==> src/hw/rtl/asmtok_pkg.sv <==
// Shared types, constants and helper functions of the assembly source tokenizer.
package asmtok_pkg;

  localparam int OFFSET_BITS   = 20;
  localparam int POSITION_BITS = 16;

  localparam int QUEUE_DEPTH    = 4;
  localparam int QUEUE_PTR_BITS = $clog2(QUEUE_DEPTH);
  localparam int QUEUE_CNT_BITS = $clog2(QUEUE_DEPTH + 1);

  typedef logic [OFFSET_BITS-1:0]   off_t;
  typedef logic [POSITION_BITS-1:0] pos_t;

  // Byte codes the tokenizer cares about.
  localparam logic [7:0] CH_NEWLINE    = 8'h0A;
  localparam logic [7:0] CH_TAB        = 8'h09;
  localparam logic [7:0] CH_VTAB       = 8'h0B;
  localparam logic [7:0] CH_FORMFEED   = 8'h0C;
  localparam logic [7:0] CH_RETURN     = 8'h0D;
  localparam logic [7:0] CH_SPACE      = 8'h20;
  localparam logic [7:0] CH_DQUOTE     = 8'h22;
  localparam logic [7:0] CH_HASH       = 8'h23;
  localparam logic [7:0] CH_DOLLAR     = 8'h24;
  localparam logic [7:0] CH_SQUOTE     = 8'h27;
  localparam logic [7:0] CH_COMMA      = 8'h2C;
  localparam logic [7:0] CH_MINUS      = 8'h2D;
  localparam logic [7:0] CH_ZERO       = 8'h30;
  localparam logic [7:0] CH_NINE       = 8'h39;
  localparam logic [7:0] CH_COLON      = 8'h3A;
  localparam logic [7:0] CH_SEMI       = 8'h3B;
  localparam logic [7:0] CH_UPPER_A    = 8'h41;
  localparam logic [7:0] CH_UPPER_Z    = 8'h5A;
  localparam logic [7:0] CH_UNDERSCORE = 8'h5F;
  localparam logic [7:0] CH_LOWER_A    = 8'h61;
  localparam logic [7:0] CH_LOWER_Z    = 8'h7A;

  typedef enum logic [3:0] {
    CLS_NEWLINE,
    CLS_BLANK,
    CLS_SEMI,
    CLS_VSPACE,
    CLS_COMMA,
    CLS_COLON,
    CLS_HASH,
    CLS_DOLLAR,
    CLS_DQUOTE,
    CLS_SQUOTE,
    CLS_DIGIT,
    CLS_ALPHA,
    CLS_UNDERSCORE,
    CLS_MINUS,
    CLS_OTHER
  } byte_cls_e;

  typedef enum logic [3:0] {
    KIND_NEWLINE    = 4'd0,
    KIND_SPACE      = 4'd1,
    KIND_PREPROCESS = 4'd2,
    KIND_COMMA      = 4'd3,
    KIND_COLON      = 4'd4,
    KIND_ID         = 4'd5,
    KIND_STRING     = 4'd6,
    KIND_NUMBER     = 4'd7,
    KIND_CHAR       = 4'd8
  } tok_kind_e;

  typedef enum logic [2:0] {
    ERR_NONE           = 3'd0,
    ERR_NEWLINE_STRING = 3'd1,
    ERR_OPEN_STRING    = 3'd2,
    ERR_NEWLINE_CHAR   = 3'd3,
    ERR_OPEN_CHAR      = 3'd4,
    ERR_BAD_ID         = 3'd5,
    ERR_MINUS          = 3'd6,
    ERR_UNKNOWN_BYTE   = 3'd7
  } err_code_e;

  typedef struct packed {
    logic [7:0] source_byte;
    logic       end_of_source;
  } src_item_t;

  typedef struct packed {
    tok_kind_e token_kind;
    off_t      text_offset;
    off_t      text_length;
    pos_t      token_line;
    pos_t      token_column;
    err_code_e error_code;
    logic      last_result;
  } tok_item_t;

  // One classified byte as it waits between the front and the lexer.
  typedef struct packed {
    byte_cls_e cls;
    logic      eos;
  } cls_entry_t;

  function automatic off_t off_sat_inc(off_t v);
    return (v == '1) ? v : v + off_t'(1);
  endfunction

  function automatic pos_t pos_sat_inc(pos_t v);
    return (v == '1) ? v : v + pos_t'(1);
  endfunction

  // Column plus length, the length cut to the column width first.
  function automatic pos_t pos_sat_add(pos_t a, off_t b);
    logic [POSITION_BITS:0] sum;
    sum = {1'b0, a} + {1'b0, POSITION_BITS'(b)};
    return sum[POSITION_BITS] ? '1 : sum[POSITION_BITS-1:0];
  endfunction

  function automatic tok_item_t make_tok(tok_kind_e kind, off_t off, off_t len,
                                         pos_t line, pos_t col, err_code_e err);
    tok_item_t t;
    t.token_kind   = kind;
    t.text_offset  = off;
    t.text_length  = len;
    t.token_line   = line;
    t.token_column = col;
    t.error_code   = err;
    t.last_result  = 1'b0;
    return t;
  endfunction

endpackage

==> src/hw/rtl/asmtok_front.sv <==
// Input front: takes source bytes and sorts each into a byte class for the queue.
module asmtok_front (
  input  logic                   in_valid_i,
  input  asmtok_pkg::src_item_t  in_data_i,
  output logic                   in_stall_o,
  output logic                   push_o,
  output asmtok_pkg::cls_entry_t push_data_o,
  input  logic                   full_i
);
  import asmtok_pkg::*;

  function automatic byte_cls_e classify(logic [7:0] b);
    byte_cls_e c;
    if (b == CH_NEWLINE) c = CLS_NEWLINE;
    else if (b == CH_SPACE || b == CH_TAB) c = CLS_BLANK;
    else if (b == CH_SEMI) c = CLS_SEMI;
    else if (b == CH_VTAB || b == CH_FORMFEED || b == CH_RETURN) c = CLS_VSPACE;
    else if (b == CH_COMMA) c = CLS_COMMA;
    else if (b == CH_COLON) c = CLS_COLON;
    else if (b == CH_HASH) c = CLS_HASH;
    else if (b == CH_DOLLAR) c = CLS_DOLLAR;
    else if (b == CH_DQUOTE) c = CLS_DQUOTE;
    else if (b == CH_SQUOTE) c = CLS_SQUOTE;
    else if (b >= CH_ZERO && b <= CH_NINE) c = CLS_DIGIT;
    else if ((b >= CH_LOWER_A && b <= CH_LOWER_Z) || (b >= CH_UPPER_A && b <= CH_UPPER_Z))
      c = CLS_ALPHA;
    else if (b == CH_UNDERSCORE) c = CLS_UNDERSCORE;
    else if (b == CH_MINUS) c = CLS_MINUS;
    else c = CLS_OTHER;
    return c;
  endfunction

  // Hold off the source while the queue has no free slot.
  assign in_stall_o      = full_i;
  assign push_o          = in_valid_i & ~full_i;
  assign push_data_o.cls = classify(in_data_i.source_byte);
  assign push_data_o.eos = in_data_i.end_of_source;

endmodule

==> src/hw/rtl/asmtok_fifo.sv <==
// Short queue of classified bytes between the front and the lexer.
module asmtok_fifo (
  input  logic                   clk_i,
  input  logic                   rst_ni,
  input  logic                   push_i,
  input  asmtok_pkg::cls_entry_t push_data_i,
  output logic                   full_o,
  input  logic                   pop_i,
  output logic                   pop_valid_o,
  output asmtok_pkg::cls_entry_t pop_data_o
);
  import asmtok_pkg::*;

  cls_entry_t                slot_q [QUEUE_DEPTH];
  logic [QUEUE_PTR_BITS-1:0] wr_ptr_q;
  logic [QUEUE_PTR_BITS-1:0] rd_ptr_q;
  logic [QUEUE_CNT_BITS-1:0] count_q;
  logic                      do_push;
  logic                      do_pop;

  function automatic logic [QUEUE_PTR_BITS-1:0] ptr_next(logic [QUEUE_PTR_BITS-1:0] p);
    return (p == QUEUE_PTR_BITS'(QUEUE_DEPTH - 1)) ? '0 : p + QUEUE_PTR_BITS'(1);
  endfunction

  assign full_o      = (count_q == QUEUE_CNT_BITS'(QUEUE_DEPTH));
  assign pop_valid_o = (count_q != '0);
  assign pop_data_o  = slot_q[rd_ptr_q];
  assign do_push     = push_i & ~full_o;
  assign do_pop      = pop_i & pop_valid_o;

  always_ff @(posedge clk_i or negedge rst_ni) begin
    if (!rst_ni) begin
      wr_ptr_q <= '0;
      rd_ptr_q <= '0;
      count_q  <= '0;
    end else begin
      if (do_push) begin
        wr_ptr_q <= ptr_next(wr_ptr_q);
      end
      if (do_pop) begin
        rd_ptr_q <= ptr_next(rd_ptr_q);
      end
      if (do_push && !do_pop) begin
        count_q <= count_q + QUEUE_CNT_BITS'(1);
      end else if (do_pop && !do_push) begin
        count_q <= count_q - QUEUE_CNT_BITS'(1);
      end
    end
  end

  always_ff @(posedge clk_i) begin
    if (do_push) begin
      slot_q[wr_ptr_q] <= push_data_i;
    end
  end

endmodule

==> src/hw/rtl/asmtok_lexer.sv <==
// Lexer back end: runs the token state machine and drives the token output register.
module asmtok_lexer (
  input  logic                   clk_i,
  input  logic                   rst_ni,
  input  logic                   q_valid_i,
  input  asmtok_pkg::cls_entry_t q_data_i,
  output logic                   pop_o,
  output logic                   out_valid_o,
  output asmtok_pkg::tok_item_t  out_data_o,
  input  logic                   out_stall_i
);
  import asmtok_pkg::*;

  typedef enum logic [3:0] {
    M_IDLE,
    M_COMMENT,
    M_PRE_START,
    M_ID_START,
    M_PRE_ID,
    M_ID,
    M_NUMBER,
    M_STRING,
    M_CHAR
  } lex_mode_e;

  lex_mode_e mode_q, mode_d;
  off_t      pos_q, pos_d;
  pos_t      line_q, line_d;
  pos_t      col_q, col_d;
  off_t      tso_q, tso_d;
  off_t      tlen_q, tlen_d;
  pos_t      tsl_q, tsl_d;
  pos_t      tsc_q, tsc_d;
  logic      halt_q, halt_d;

  tok_item_t out_q;
  logic      out_valid_q;
  tok_item_t pend_q;
  logic      pend_valid_q;

  tok_item_t res_a, res_b, res0, res1;
  logic      a_v, b_v, to_idle, slot_free;
  byte_cls_e cls;
  logic      eos;
  off_t      pos_inc;
  pos_t      col_inc, line_inc;

  function automatic tok_kind_e mode_kind(lex_mode_e m);
    tok_kind_e k;
    unique case (m)
      M_PRE_ID: k = KIND_PREPROCESS;
      M_NUMBER: k = KIND_NUMBER;
      M_STRING: k = KIND_STRING;
      M_CHAR:   k = KIND_CHAR;
      default:  k = KIND_ID;
    endcase
    return k;
  endfunction

  assign cls      = q_data_i.cls;
  assign eos      = q_data_i.eos;
  assign pos_inc  = off_sat_inc(pos_q);
  assign col_inc  = pos_sat_inc(col_q);
  assign line_inc = pos_sat_inc(line_q);

  always_comb begin
    mode_d  = mode_q;
    pos_d   = pos_q;
    line_d  = line_q;
    col_d   = col_q;
    tso_d   = tso_q;
    tlen_d  = tlen_q;
    tsl_d   = tsl_q;
    tsc_d   = tsc_q;
    halt_d  = halt_q;
    res_a   = '0;
    res_b   = '0;
    a_v     = 1'b0;
    b_v     = 1'b0;
    to_idle = 1'b0;

    if (!halt_q) begin
      unique case (mode_q) inside
        M_COMMENT: begin
          if (cls == CLS_NEWLINE) begin
            mode_d  = M_IDLE;
            to_idle = 1'b1;
          end else begin
            pos_d = pos_inc;
            col_d = col_inc;
          end
        end
        M_PRE_START, M_ID_START: begin
          if (cls == CLS_ALPHA) begin
            mode_d = (mode_q == M_PRE_START) ? M_PRE_ID : M_ID;
            tso_d  = pos_q;
            tlen_d = off_t'(1);
            tsl_d  = line_q;
            tsc_d  = col_q;
            pos_d  = pos_inc;
            col_d  = col_inc;
            if (eos) begin
              a_v    = 1'b1;
              res_a  = make_tok(mode_kind(mode_d), pos_q, off_t'(1), line_q, col_q, ERR_NONE);
              mode_d = M_IDLE;
            end
          end else begin
            a_v    = 1'b1;
            res_a  = make_tok(KIND_NEWLINE, pos_q, '0, line_q, col_q, ERR_BAD_ID);
            halt_d = 1'b1;
          end
        end
        M_PRE_ID, M_ID, M_NUMBER: begin
          if ((mode_q == M_NUMBER) ? (cls == CLS_DIGIT)
              : (cls == CLS_ALPHA || cls == CLS_DIGIT || cls == CLS_UNDERSCORE)) begin
            tlen_d = off_sat_inc(tlen_q);
            pos_d  = pos_inc;
            col_d  = col_inc;
            if (eos) begin
              a_v    = 1'b1;
              res_a  = make_tok(mode_kind(mode_q), tso_q, tlen_d, tsl_q, tsc_q, ERR_NONE);
              mode_d = M_IDLE;
            end
          end else begin
            a_v     = 1'b1;
            res_a   = make_tok(mode_kind(mode_q), tso_q, tlen_q, tsl_q, tsc_q, ERR_NONE);
            mode_d  = M_IDLE;
            to_idle = 1'b1;
          end
        end
        M_STRING, M_CHAR: begin
          if (cls == CLS_NEWLINE) begin
            a_v    = 1'b1;
            res_a  = make_tok(KIND_NEWLINE, pos_q, '0, tsl_q, pos_sat_add(tsc_q, tlen_q),
                              (mode_q == M_STRING) ? ERR_NEWLINE_STRING : ERR_NEWLINE_CHAR);
            halt_d = 1'b1;
          end else begin
            pos_d = pos_inc;
            col_d = col_inc;
            if (cls == ((mode_q == M_STRING) ? CLS_DQUOTE : CLS_SQUOTE)) begin
              a_v    = 1'b1;
              res_a  = make_tok(mode_kind(mode_q), tso_q, tlen_q, tsl_q, tsc_q, ERR_NONE);
              mode_d = M_IDLE;
            end else begin
              tlen_d = off_sat_inc(tlen_q);
              if (eos) begin
                a_v    = 1'b1;
                res_a  = make_tok(KIND_NEWLINE, pos_inc, '0, tsl_q, tsc_q,
                                  (mode_q == M_STRING) ? ERR_OPEN_STRING : ERR_OPEN_CHAR);
                halt_d = 1'b1;
              end
            end
          end
        end
        default: begin
          mode_d  = M_IDLE;
          to_idle = 1'b1;
        end
      endcase

      // Start-of-token decode; position counters have not moved yet on this path.
      if (to_idle) begin
        case (cls) inside
          CLS_NEWLINE: begin
            b_v    = 1'b1;
            res_b  = make_tok(KIND_NEWLINE, pos_q, '0, line_q, col_q, ERR_NONE);
            pos_d  = pos_inc;
            line_d = line_inc;
            col_d  = pos_t'(1);
          end
          CLS_BLANK: begin
            pos_d = pos_inc;
            col_d = col_inc;
          end
          CLS_SEMI: begin
            mode_d = M_COMMENT;
            pos_d  = pos_inc;
            col_d  = col_inc;
          end
          CLS_VSPACE, CLS_COMMA, CLS_COLON: begin
            b_v   = 1'b1;
            res_b = make_tok((cls == CLS_VSPACE) ? KIND_SPACE
                             : (cls == CLS_COMMA) ? KIND_COMMA : KIND_COLON,
                             pos_q, '0, line_q, col_q, ERR_NONE);
            pos_d = pos_inc;
            col_d = col_inc;
          end
          CLS_HASH, CLS_DOLLAR: begin
            pos_d  = pos_inc;
            col_d  = col_inc;
            mode_d = (cls == CLS_HASH) ? M_PRE_START : M_ID_START;
            if (eos) begin
              b_v    = 1'b1;
              res_b  = make_tok(KIND_NEWLINE, pos_inc, '0, line_q, col_inc, ERR_BAD_ID);
              halt_d = 1'b1;
            end
          end
          CLS_DQUOTE, CLS_SQUOTE: begin
            mode_d = (cls == CLS_DQUOTE) ? M_STRING : M_CHAR;
            tso_d  = pos_inc;
            tlen_d = '0;
            tsl_d  = line_q;
            tsc_d  = col_q;
            pos_d  = pos_inc;
            col_d  = col_inc;
            if (eos) begin
              b_v    = 1'b1;
              res_b  = make_tok(KIND_NEWLINE, pos_inc, '0, line_q, col_q,
                                (cls == CLS_DQUOTE) ? ERR_OPEN_STRING : ERR_OPEN_CHAR);
              halt_d = 1'b1;
            end
          end
          CLS_DIGIT, CLS_ALPHA: begin
            mode_d = (cls == CLS_DIGIT) ? M_NUMBER : M_ID;
            tso_d  = pos_q;
            tlen_d = off_t'(1);
            tsl_d  = line_q;
            tsc_d  = col_q;
            pos_d  = pos_inc;
            col_d  = col_inc;
            if (eos) begin
              b_v    = 1'b1;
              res_b  = make_tok((cls == CLS_DIGIT) ? KIND_NUMBER : KIND_ID,
                                pos_q, off_t'(1), line_q, col_q, ERR_NONE);
              mode_d = M_IDLE;
            end
          end
          CLS_MINUS: begin
            b_v    = 1'b1;
            res_b  = make_tok(KIND_NEWLINE, pos_q, '0, line_q, col_q, ERR_MINUS);
            halt_d = 1'b1;
          end
          default: begin
            b_v    = 1'b1;
            res_b  = make_tok(KIND_NEWLINE, pos_q, '0, line_q, col_q, ERR_UNKNOWN_BYTE);
            halt_d = 1'b1;
          end
        endcase
      end
    end

    // The final byte returns everything to the start of a new text.
    if (eos) begin
      mode_d = M_IDLE;
      pos_d  = '0;
      line_d = pos_t'(1);
      col_d  = pos_t'(1);
      tso_d  = '0;
      tlen_d = '0;
      tsl_d  = pos_t'(1);
      tsc_d  = pos_t'(1);
      halt_d = 1'b0;
    end
  end

  always_comb begin
    res0             = a_v ? res_a : res_b;
    res0.last_result = ~(a_v & b_v);
    res1             = res_b;
    res1.last_result = 1'b1;
  end

  assign slot_free   = ~out_valid_q | ~out_stall_i;
  assign pop_o       = ~pend_valid_q & q_valid_i & slot_free;
  assign out_valid_o = out_valid_q;
  assign out_data_o  = out_q;

  always_ff @(posedge clk_i or negedge rst_ni) begin
    if (!rst_ni) begin
      mode_q       <= M_IDLE;
      pos_q        <= '0;
      line_q       <= pos_t'(1);
      col_q        <= pos_t'(1);
      tso_q        <= '0;
      tlen_q       <= '0;
      tsl_q        <= pos_t'(1);
      tsc_q        <= pos_t'(1);
      halt_q       <= 1'b0;
      out_q        <= '0;
      out_valid_q  <= 1'b0;
      pend_q       <= '0;
      pend_valid_q <= 1'b0;
    end else if (pend_valid_q) begin
      if (slot_free) begin
        out_q        <= pend_q;
        out_valid_q  <= 1'b1;
        pend_valid_q <= 1'b0;
      end
    end else if (pop_o) begin
      mode_q       <= mode_d;
      pos_q        <= pos_d;
      line_q       <= line_d;
      col_q        <= col_d;
      tso_q        <= tso_d;
      tlen_q       <= tlen_d;
      tsl_q        <= tsl_d;
      tsc_q        <= tsc_d;
      halt_q       <= halt_d;
      out_q        <= res0;
      out_valid_q  <= a_v | b_v;
      pend_q       <= res1;
      pend_valid_q <= a_v & b_v;
    end else if (slot_free) begin
      out_valid_q <= 1'b0;
    end
  end

endmodule

==> src/hw/rtl/assembly_source_tokenizer.sv <==
// Top level of the assembly source tokenizer: front, byte queue and lexer.
//
// Feed the source text one byte per transaction on the input channel and
// set end_of_source on the final byte; the block then flushes any open
// identifier or number and returns to offset 0, line 1, column 1 for the
// next text. Each output transaction is one token (newline, VT/FF/CR
// space, preprocess, comma, colon, identifier, string, number or char)
// or one error; last_result marks the final result caused by a byte.
// Space, tab and semicolon comments give nothing. After an error the
// block drops bytes until end_of_source. The front classifies each byte
// and writes it into a four-entry queue; the lexer pops one entry per
// cycle while no result is held back, updates its state and loads a
// registered output stage, so with no output stall the block takes one
// byte every cycle. A byte that closes an identifier or number and
// also starts a token of its own yields two results: the second waits
// in a one-entry hold register and the lexer pauses while it drains,
// which the queue absorbs. Offsets and lengths are 20 bits and line and
// column 16 bits, all saturating. There is no clearing pass after reset.
module assembly_source_tokenizer (
  input  logic                  clk_i,
  input  logic                  rst_ni,
  input  logic                  in_valid_i,
  input  asmtok_pkg::src_item_t in_data_i,
  output logic                  in_stall_o,
  output logic                  out_valid_o,
  output asmtok_pkg::tok_item_t out_data_o,
  input  logic                  out_stall_i
);
  import asmtok_pkg::*;

  logic       push;
  cls_entry_t push_data;
  logic       full;
  logic       pop;
  logic       q_valid;
  cls_entry_t q_data;

  // Classify and push accepted bytes; stall the source when the queue is full.
  asmtok_front u_front (
    .in_valid_i  (in_valid_i),
    .in_data_i   (in_data_i),
    .in_stall_o  (in_stall_o),
    .push_o      (push),
    .push_data_o (push_data),
    .full_i      (full)
  );

  // Decouple byte intake from token output stalls.
  asmtok_fifo u_fifo (
    .clk_i       (clk_i),
    .rst_ni      (rst_ni),
    .push_i      (push),
    .push_data_i (push_data),
    .full_o      (full),
    .pop_i       (pop),
    .pop_valid_o (q_valid),
    .pop_data_o  (q_data)
  );

  // Advance the lexer state one byte per pop and hold results for the sink.
  asmtok_lexer u_lexer (
    .clk_i       (clk_i),
    .rst_ni      (rst_ni),
    .q_valid_i   (q_valid),
    .q_data_i    (q_data),
    .pop_o       (pop),
    .out_valid_o (out_valid_o),
    .out_data_o  (out_data_o),
    .out_stall_i (out_stall_i)
  );

endmodule

==> config.mk <==
export PLATFORM = sky130hd
export DESIGN_NAME = assembly_source_tokenizer
export DESIGN_NICKNAME = d
export VERILOG_FILES = /design/src/hw/rtl/asmtok_pkg.sv /design/src/hw/rtl/asmtok_front.sv /design/src/hw/rtl/asmtok_fifo.sv /design/src/hw/rtl/asmtok_lexer.sv /design/src/hw/rtl/assembly_source_tokenizer.sv
export SDC_FILE = /design/constraint.sdc
export NUM_CORES = 1
export LEC_CHECK = 0
export BUFFER_PORTS_ARGS = -buffer_cell sky130_fd_sc_hd__buf_2
export CAP_MARGIN = 30
export CORE_ASPECT_RATIO = 1.1
export CORE_MARGIN = 5
export CORE_UTILIZATION = 33
export CTS_CLUSTER_SIZE = 40
export DETAILED_ROUTE_END_ITERATION = 6
export GPL_TIMING_DRIVEN = 0
export PLACE_DENSITY_LB_ADDON = 0.15
export SYNTH_ARGS = -nofsm -noshare
export SYNTH_HDL_FRONTEND = slang
export SYNTH_HIERARCHICAL = 1
export SYNTH_SLANG_ARGS = --single-unit
export TNS_END_PERCENT = 1
==> constraint.sdc <==
create_clock -name clk_i -period 3.4 [get_ports clk_i]
set_input_delay 1.02 -clock clk_i [delete_from_list [all_inputs] [get_ports clk_i]]
set_output_delay 1.02 -clock clk_i [all_outputs]
set_load 0.02 [all_outputs]
==> flow_summary.ini, run 1 <==
[status]
status = complete, but fails checks
violations = negative setup slack

[global_routing]
antenna_found_initial = 4
grt_usage_pct = 30.62
grt_pass1_vias = 20770
overflow = 0
grt_max_degree = 108
grt_pass1_wl_um = 148300

[place]
gp_congestion = 0.9708
hpwlAfterDp_um = 75540
post-place-ws_ns = -1.568
placedInstanceArea_um2 = 21330
port_buffers = 92

[worst_setup_path]
path_max_fanout = 10
crit_type = flip-flop to flip-flop
worst-path-buf-inv = 4
path_cells = buf_6 -> buf_4 -> mux4_2 -> clkbuf_2 -> and2_1 -> nand2_1 -> clkbuf_4 -> o21ai_0 -> a21oi_1 -> nor2_1 -> o221ai_1 -> a32oi_1
regToRegStartpoint = u_fifo/rd_ptr_q[0]
cpMaxStageDelayCell = mux4_2
critPathLaunch = u_fifo/rd_ptr_q[0]
arrival_ns = 3.93
path_depth = 12
startpoint_type = flip-flop
critPathTopFamily = buffers and inverters
required_ns = 3.84
ff2ff_path_depth = 12
cp_slowest_stage_delay_ns = 0.55
worstSetupEndpointType = flip-flop

[drt]
drt_iter0_markers = 2515
routedWlPerCell_um = 30.76
drtAntennaViolNets = 0
wirelength_um = 102500
vias_per_cell = 6.425
route.vias.total = 21410
dr.pass1.iters = 7
drc = 0

[clock_network]
clkSlewWorstSetupHoldPaths_ns = 0.07
cts_buffer_depth = 3
cts.sinks = 298
h-tree-depth = 2
cts_tree = built
root_buffer = clkbuf_16
clk_latency_ns = 0.61
cts-buffers-inserted = 39
postCtsHoldBufs = 0

[cells_and_area]
num_antenna_cells = 0
fin_nets = 2584
area_growth_pct = 24.50
final_area_um2 = 24390
drive_above_1_share_pct = 21.84

[pwr]
ir_drop_mv = 0.5201
power.leakage_uw = 0.009878
power_density_nw_per_um2 = 1099

[floorplanning]
die_h_um = 265.5
initial_core_util_pct = 33.41
die_area_um2 = 64350
coreArea_um2 = 58650
num_io_pins = 95
row_count = 93
dieWidth_um = 242.3

[synth]
ys_ff_latch = 298
synth_top_cell_by_area = dfrtp_1
syn-num-nets = 2380
synth_enable_flop_cells = 20
synth-main-ff-cell = dfrtp_1
seq_area_frac_synth_pct = 38.60
syn_area_per_cell_um2 = 8.376
postSynth.asyncResetShare_pct = 93.29
netlist_instances = 2339
synth_commonest_cells = 340 x nand2_1, 274 x dfrtp_1, 202 x o21ai_0
yosysUniqueCellTypes = 112
synthTopCellsByArea = dfrtp_1 35%, nand2_1 6.5%, o21ai_0 5.2%
synth.most_common_cell = nand2_1
synthDominantCellAreaShare_pct = 35.00
yosysWarnings = 6
synth_area_um2 = 19590

[sta]
setup_viol = 26
fmax_ghz = 0.2867
slew_violations = 0
fin_skew_ns = 0.03840
hold_viol_final = 0
period_share_pct = 102.6
period_minus_slack_ns = 3.488
maxSlewHeadroom_pct = 34.95
finalWorstSetupSlack_ns = -0.08778
tightest_slew_ns = 0.9758
grt_setup_unrepaired = yes

[hold_path]
hp-class = input port to async pin

[job]
cap_violations = 0
cell usage in the layout (no fill, tap or decap), types with 35 or more instances in the layout:
master     instances
a21oi_1          166
a22o_1            46
buf_2            118
buf_4             60
clkbuf_1         100
clkbuf_16         40
dfrtp_1          272
nand2_1          330
nand3_1           76
nor2_1           161
nor3_1            63
o21ai_0          191
o221ai_1          38
xnor2_1           35
sequential cells by signal, summed over array words and instances (netlist names):
register	count
u_lexer/out_data_o	80
u_lexer/pend_q	60
u_fifo/slot_q	20
u_lexer/pos_q	20
u_lexer/tlen_q	20
u_lexer/tso_q	20
u_lexer/col_q	16
u_lexer/line_q	16
u_lexer/tsc_q	16
u_lexer/tsl_q	16
u_lexer/mode_q	4
u_fifo/count_q	3
u_fifo/rd_ptr_q	2
u_fifo/wr_ptr_q	2
u_lexer/halt_q	1
u_lexer/out_valid_o	1
u_lexer/pend_valid_q	1
stage by stage:
step | util [%] | hold WS [ns] | setup TNS [ns] | cells | power, uW
final | 41.59 | 0.4335 | -0.9853 | 3333 | 26800
after global routing | 41.59 | 0.4938 | -7.389 | 3333 | 27690
after CTS | 40.87 | 0.4626 | -3.732 | 3322 | 25820
after detailed placement | 36.36 | 0.4523 | -239.79 | 3218 | 19450
after global placement | 35.81 | 0.4439 | -1520.82 | 3191 | 19090
after floorplan | - | 0.4246 | 0 | 2339 | 12690
routing by layer:
layer / track usage [%] / vias up / part of all wire, %
met1: 40.54 / 10780 / 41
li1: - / 9219 / -
met3: 4.893 / 289 / 7.9
met2: 48.43 / 1123 / 45
met5: 0 / - / 0
met4: 16.29 / 0 / 6.6
final timing paths:
path | endpoint | slack, ns
hold / removal | u_lexer/out_data_o[42] | 0.43
setup reg to reg | u_lexer/out_data_o[8] | -0.09
setup / recovery | u_lexer/out_data_o[8] | -0.09
max in group asynchronous | u_lexer/line_q[0] | 1.46
hold reg to reg | u_lexer/pend_q[23] | 0.47
min in group clk_i | u_lexer/pend_q[23] | 0.47
area by class of cell:
cell class                 count  area [um^2]
inverter                      26        98.84
clock inverter                20        242.7
multi-input combinational   1809        12060
sequential                   298         7565
clock buffer                  51         1081
timing repair buffer         166         1176
fill                        5981        34250
buffer                       203         1220
tap                          760        950.9
repair_timing:
item | in CTS | in global routing
setup buffers | 37 | 9
endpoints found under the setup margin | 273 | 194
gates resized for setup | 277 | 97
cloned | 0 | 1
pin swaps | 48 | 27
endpoints found under the hold margin | 0 | 0
cell families after synthesis:
| group | synth area share (%) |
|---|---|
| DFF | 38.60 |
| xor gates and xnor gates | 2.191 |
| buffers and inverters | 4.975 |
| muxes | 2.254 |
| adders and majority gates | 1.865 |
| AOI/OAI and AO/OA | 28.99 |
| and+or+nand+nor | 21.12 |
power breakdown:
group | internal [uW] | switching [uW] | leakage, uW
registers | 4300 | 573 | 0.00395
logic | 5200 | 12400 | 0.00527
clock network | 2510 | 1860 | 0.000659
Note: power is estimated with default switching activity, not from simulation.
==> run 2: changes to the inputs <==
--- a/config.mk
+++ b/config.mk
@@ -5,6 +5,7 @@
 export SDC_FILE = /design/constraint.sdc
 export NUM_CORES = 1
 export LEC_CHECK = 0
+export ABC_AREA = 1
 export BUFFER_PORTS_ARGS = -buffer_cell sky130_fd_sc_hd__buf_2
 export CAP_MARGIN = 30
 export CORE_ASPECT_RATIO = 1.1
==> flow_summary.ini, run 2 <==
[status]
status = complete, but fails checks
violations = design-rule violations, negative setup slack

[worst_setup_path]
timing.rr.end = u_lexer/out_valid_o
critPathLaunch = u_fifo/rd_ptr_q[1]
crit_type = flip-flop to flip-flop
startpoint_type = flip-flop
path_cells = inv_1 -> o211ai_1 -> nand2_1 -> buf_2 -> nand2_1 -> nor2_4 -> inv_1 -> o21ai_2 -> nand3_1 -> nand2_4 -> nor2_4 -> buf_4 -> inv_2 -> o2111ai_2
regToRegStartpoint = u_fifo/rd_ptr_q[1]
reg2reg_slack_ns = -0.13
critPathTopFamily = buffers and inverters
worst-path-buf-inv = 5
required_ns = 3.80
cpMaxStageDelayCell = dfrtp_2
ff2ff_path_depth = 14
cp_slowest_stage_delay_ns = 0.47
worstSetupEndpointType = flip-flop
path_max_fanout = 9
arrival_ns = 3.93

[pwr]
p_sw_uw = 16080
clock_power_share_pct = 14.9
power.leakage_uw = 0.01224
sw_frac_of_total_pct = 58.88
combPwrFrac_pct = 66.2
intPower_uw = 11230
seqPwrFrac_pct = 18.9
ir_drop_mv = 0.5014
power_density_nw_per_um2 = 1087
finalPower_uw = 27310

[floorplanning]
die_h_um = 281.0
coreArea_um2 = 66270
row_count = 99
num_io_pins = 95
initial_core_util_pct = 33.24
dieWidth_um = 256.4
die_area_um2 = 72030

[global_routing]
grt_pass1_wl_um = 156200
grt_max_degree = 106
grt_pass1_vias = 23890
overflow = 0
grt_usage_pct = 28.44
antenna_found_initial = 2

[sta]
period_minus_slack_ns = 3.531
period_share_pct = 103.8
maxSlewHeadroom_pct = 29.33
grt_setup_unrepaired = yes
finalWorstSetupSlack_ns = -0.1305
hold_viol_final = 0
tightest_slew_ns = 1.060
setup_viol = 36
slew_violations = 0
fin_skew_ns = 0.02206
fmax_ghz = 0.2832

[synth]
seq_area_frac_synth_pct = 34.33
netlist_instances = 3474
yosysUniqueCellTypes = 56
ys_ff_latch = 298
synthTopCellsByArea = dfrtp_1 31%, nand2_1 19%, o21ai_0 6.4%
synth-main-ff-cell = dfrtp_1
yosysWarnings = 6
syn_area_per_cell_um2 = 6.341
syn-num-nets = 3515
synth_top_cell_by_area = dfrtp_1
postSynth.asyncResetShare_pct = 93.29
synth.most_common_cell = nand2_1
synth_enable_flop_cells = 20
synthDominantCellAreaShare_pct = 31.12
synth_area_um2 = 22030
synth_commonest_cells = 1,118 x nand2_1, 367 x nor2_1, 327 x inv_1

[clock_network]
root_buffer = clkbuf_16
clk_latency_ns = 0.59
clkSlewWorstSetupHoldPaths_ns = 0.06
cts_buffer_depth = 3
cts.sinks = 298
cts-buffers-inserted = 38
h-tree-depth = 2
cts_tree = built

[drt]
routedWlPerCell_um = 23.47
vias_per_cell = 5.475
dr.pass1.iters = 7
drt_iter0_markers = 2537
drc = 24
route.vias.total = 24690
drtAntennaViolNets = 0
wirelength_um = 105800

[hold_path]
hp-class = input port to async pin

[cells_and_area]
utilization_pct = 37.90
layout_commonest_cell = nand2_1
largest_reg_flops = 80
area_growth_pct = 14.01
mostFrequentLayoutCells = 1,106 x nand2_1, 365 x nor2_1, 325 x inv_1
drive_above_1_share_pct = 9.619
fin_nets = 3663

[place]
hpwlAfterDp_um = 80370
port_buffers = 93
gp_congestion = 1.009

[job]
cap_violations = 0
-- run 2: logic make-up after synthesis --
| kind of cell | count (synthesis) | share of synthesized area [%] |
|---|---|---|
| AO/OA/AOI/OAI | 685 | 17.22 |
| XOR/XNOR | 44 | 1.749 |
| adder cells (fa/ha/maj) | 28 | 1.658 |
| buffers and inverters | 544 | 9.843 |
| flip-flops | 298 | 34.33 |
| AND/OR/NAND/NOR | 1875 | 35.20 |
-- run 2: cell type report --
type / count / area (um^2)
repair buffers: 108 / 676.9
flip-flops and latches: 298 / 7564
clock buffers: 53 / 1067
diodes: 2 / 5.005
clock inverters: 14 / 151.4
well taps: 858 / 1074
multi-input cells: 2632 / 12350
plain buffers: 187 / 870.8
fillers: 7315 / 41150
inverters: 357 / 1353
-- run 2: power groups by stage --
stage,logic [uW],clock network [uW],registers (uW)
after floorplan,10100,0,5310
after global placement,17200,0,5220
after detailed placement,17300,0,5220
after CTS,17500,4170,5170
after global routing,19200,4300,5280
final,18100,4060,5170
-- run 2: worst max path at each step --
stage	end	slack [ns]	depth (start not counted)
after CTS	u_lexer/pos_q[18]	-0.05	15
final	u_lexer/out_valid_o	-0.13	14
after detailed placement	u_lexer/tso_q[19]	-0.58	9
after floorplan	u_fifo/count_q[1]	0.42	11
after global placement	u_lexer/out_data_o[26]	-4.75	1
after global routing	u_lexer/out_data_o[18]	-0.20	17
-- run 2: stage by stage --
stage	TNS (ns)	setup slack (ns)	cells	area (um^2)	hold WS, ns
finish	-1.468	-0.1305	4509	25120	0.4214
global route	-10.67	-0.1982	4507	25110	0.4805
CTS	-0.1201	-0.04983	4506	25070	0.4592
global placement	-1359.79	-4.753	4425	23570	0.4380
detailed placement	-38.18	-0.5849	4433	23720	0.4445
floorplan	0	0.4191	3474	22030	0.4261
-- run 2: what timing repair did --
action                     CTS  global route
pin swaps                    2             1
buffers inserted             6             0
resized for setup           35            16
setup endpoints to repair  164           157
hold buffers                 0             0
hold endpoints to repair     0             0
-- run 2: per-layer routing --
metal	vias to the layer above	share of wire, %	global-route usage (%)
met2	1010	45	46.05
met4	0	7.2	16.43
li1	11610	-	-
met3	296	6.9	4.834
met5	-	0	0
met1	11770	41	36.03
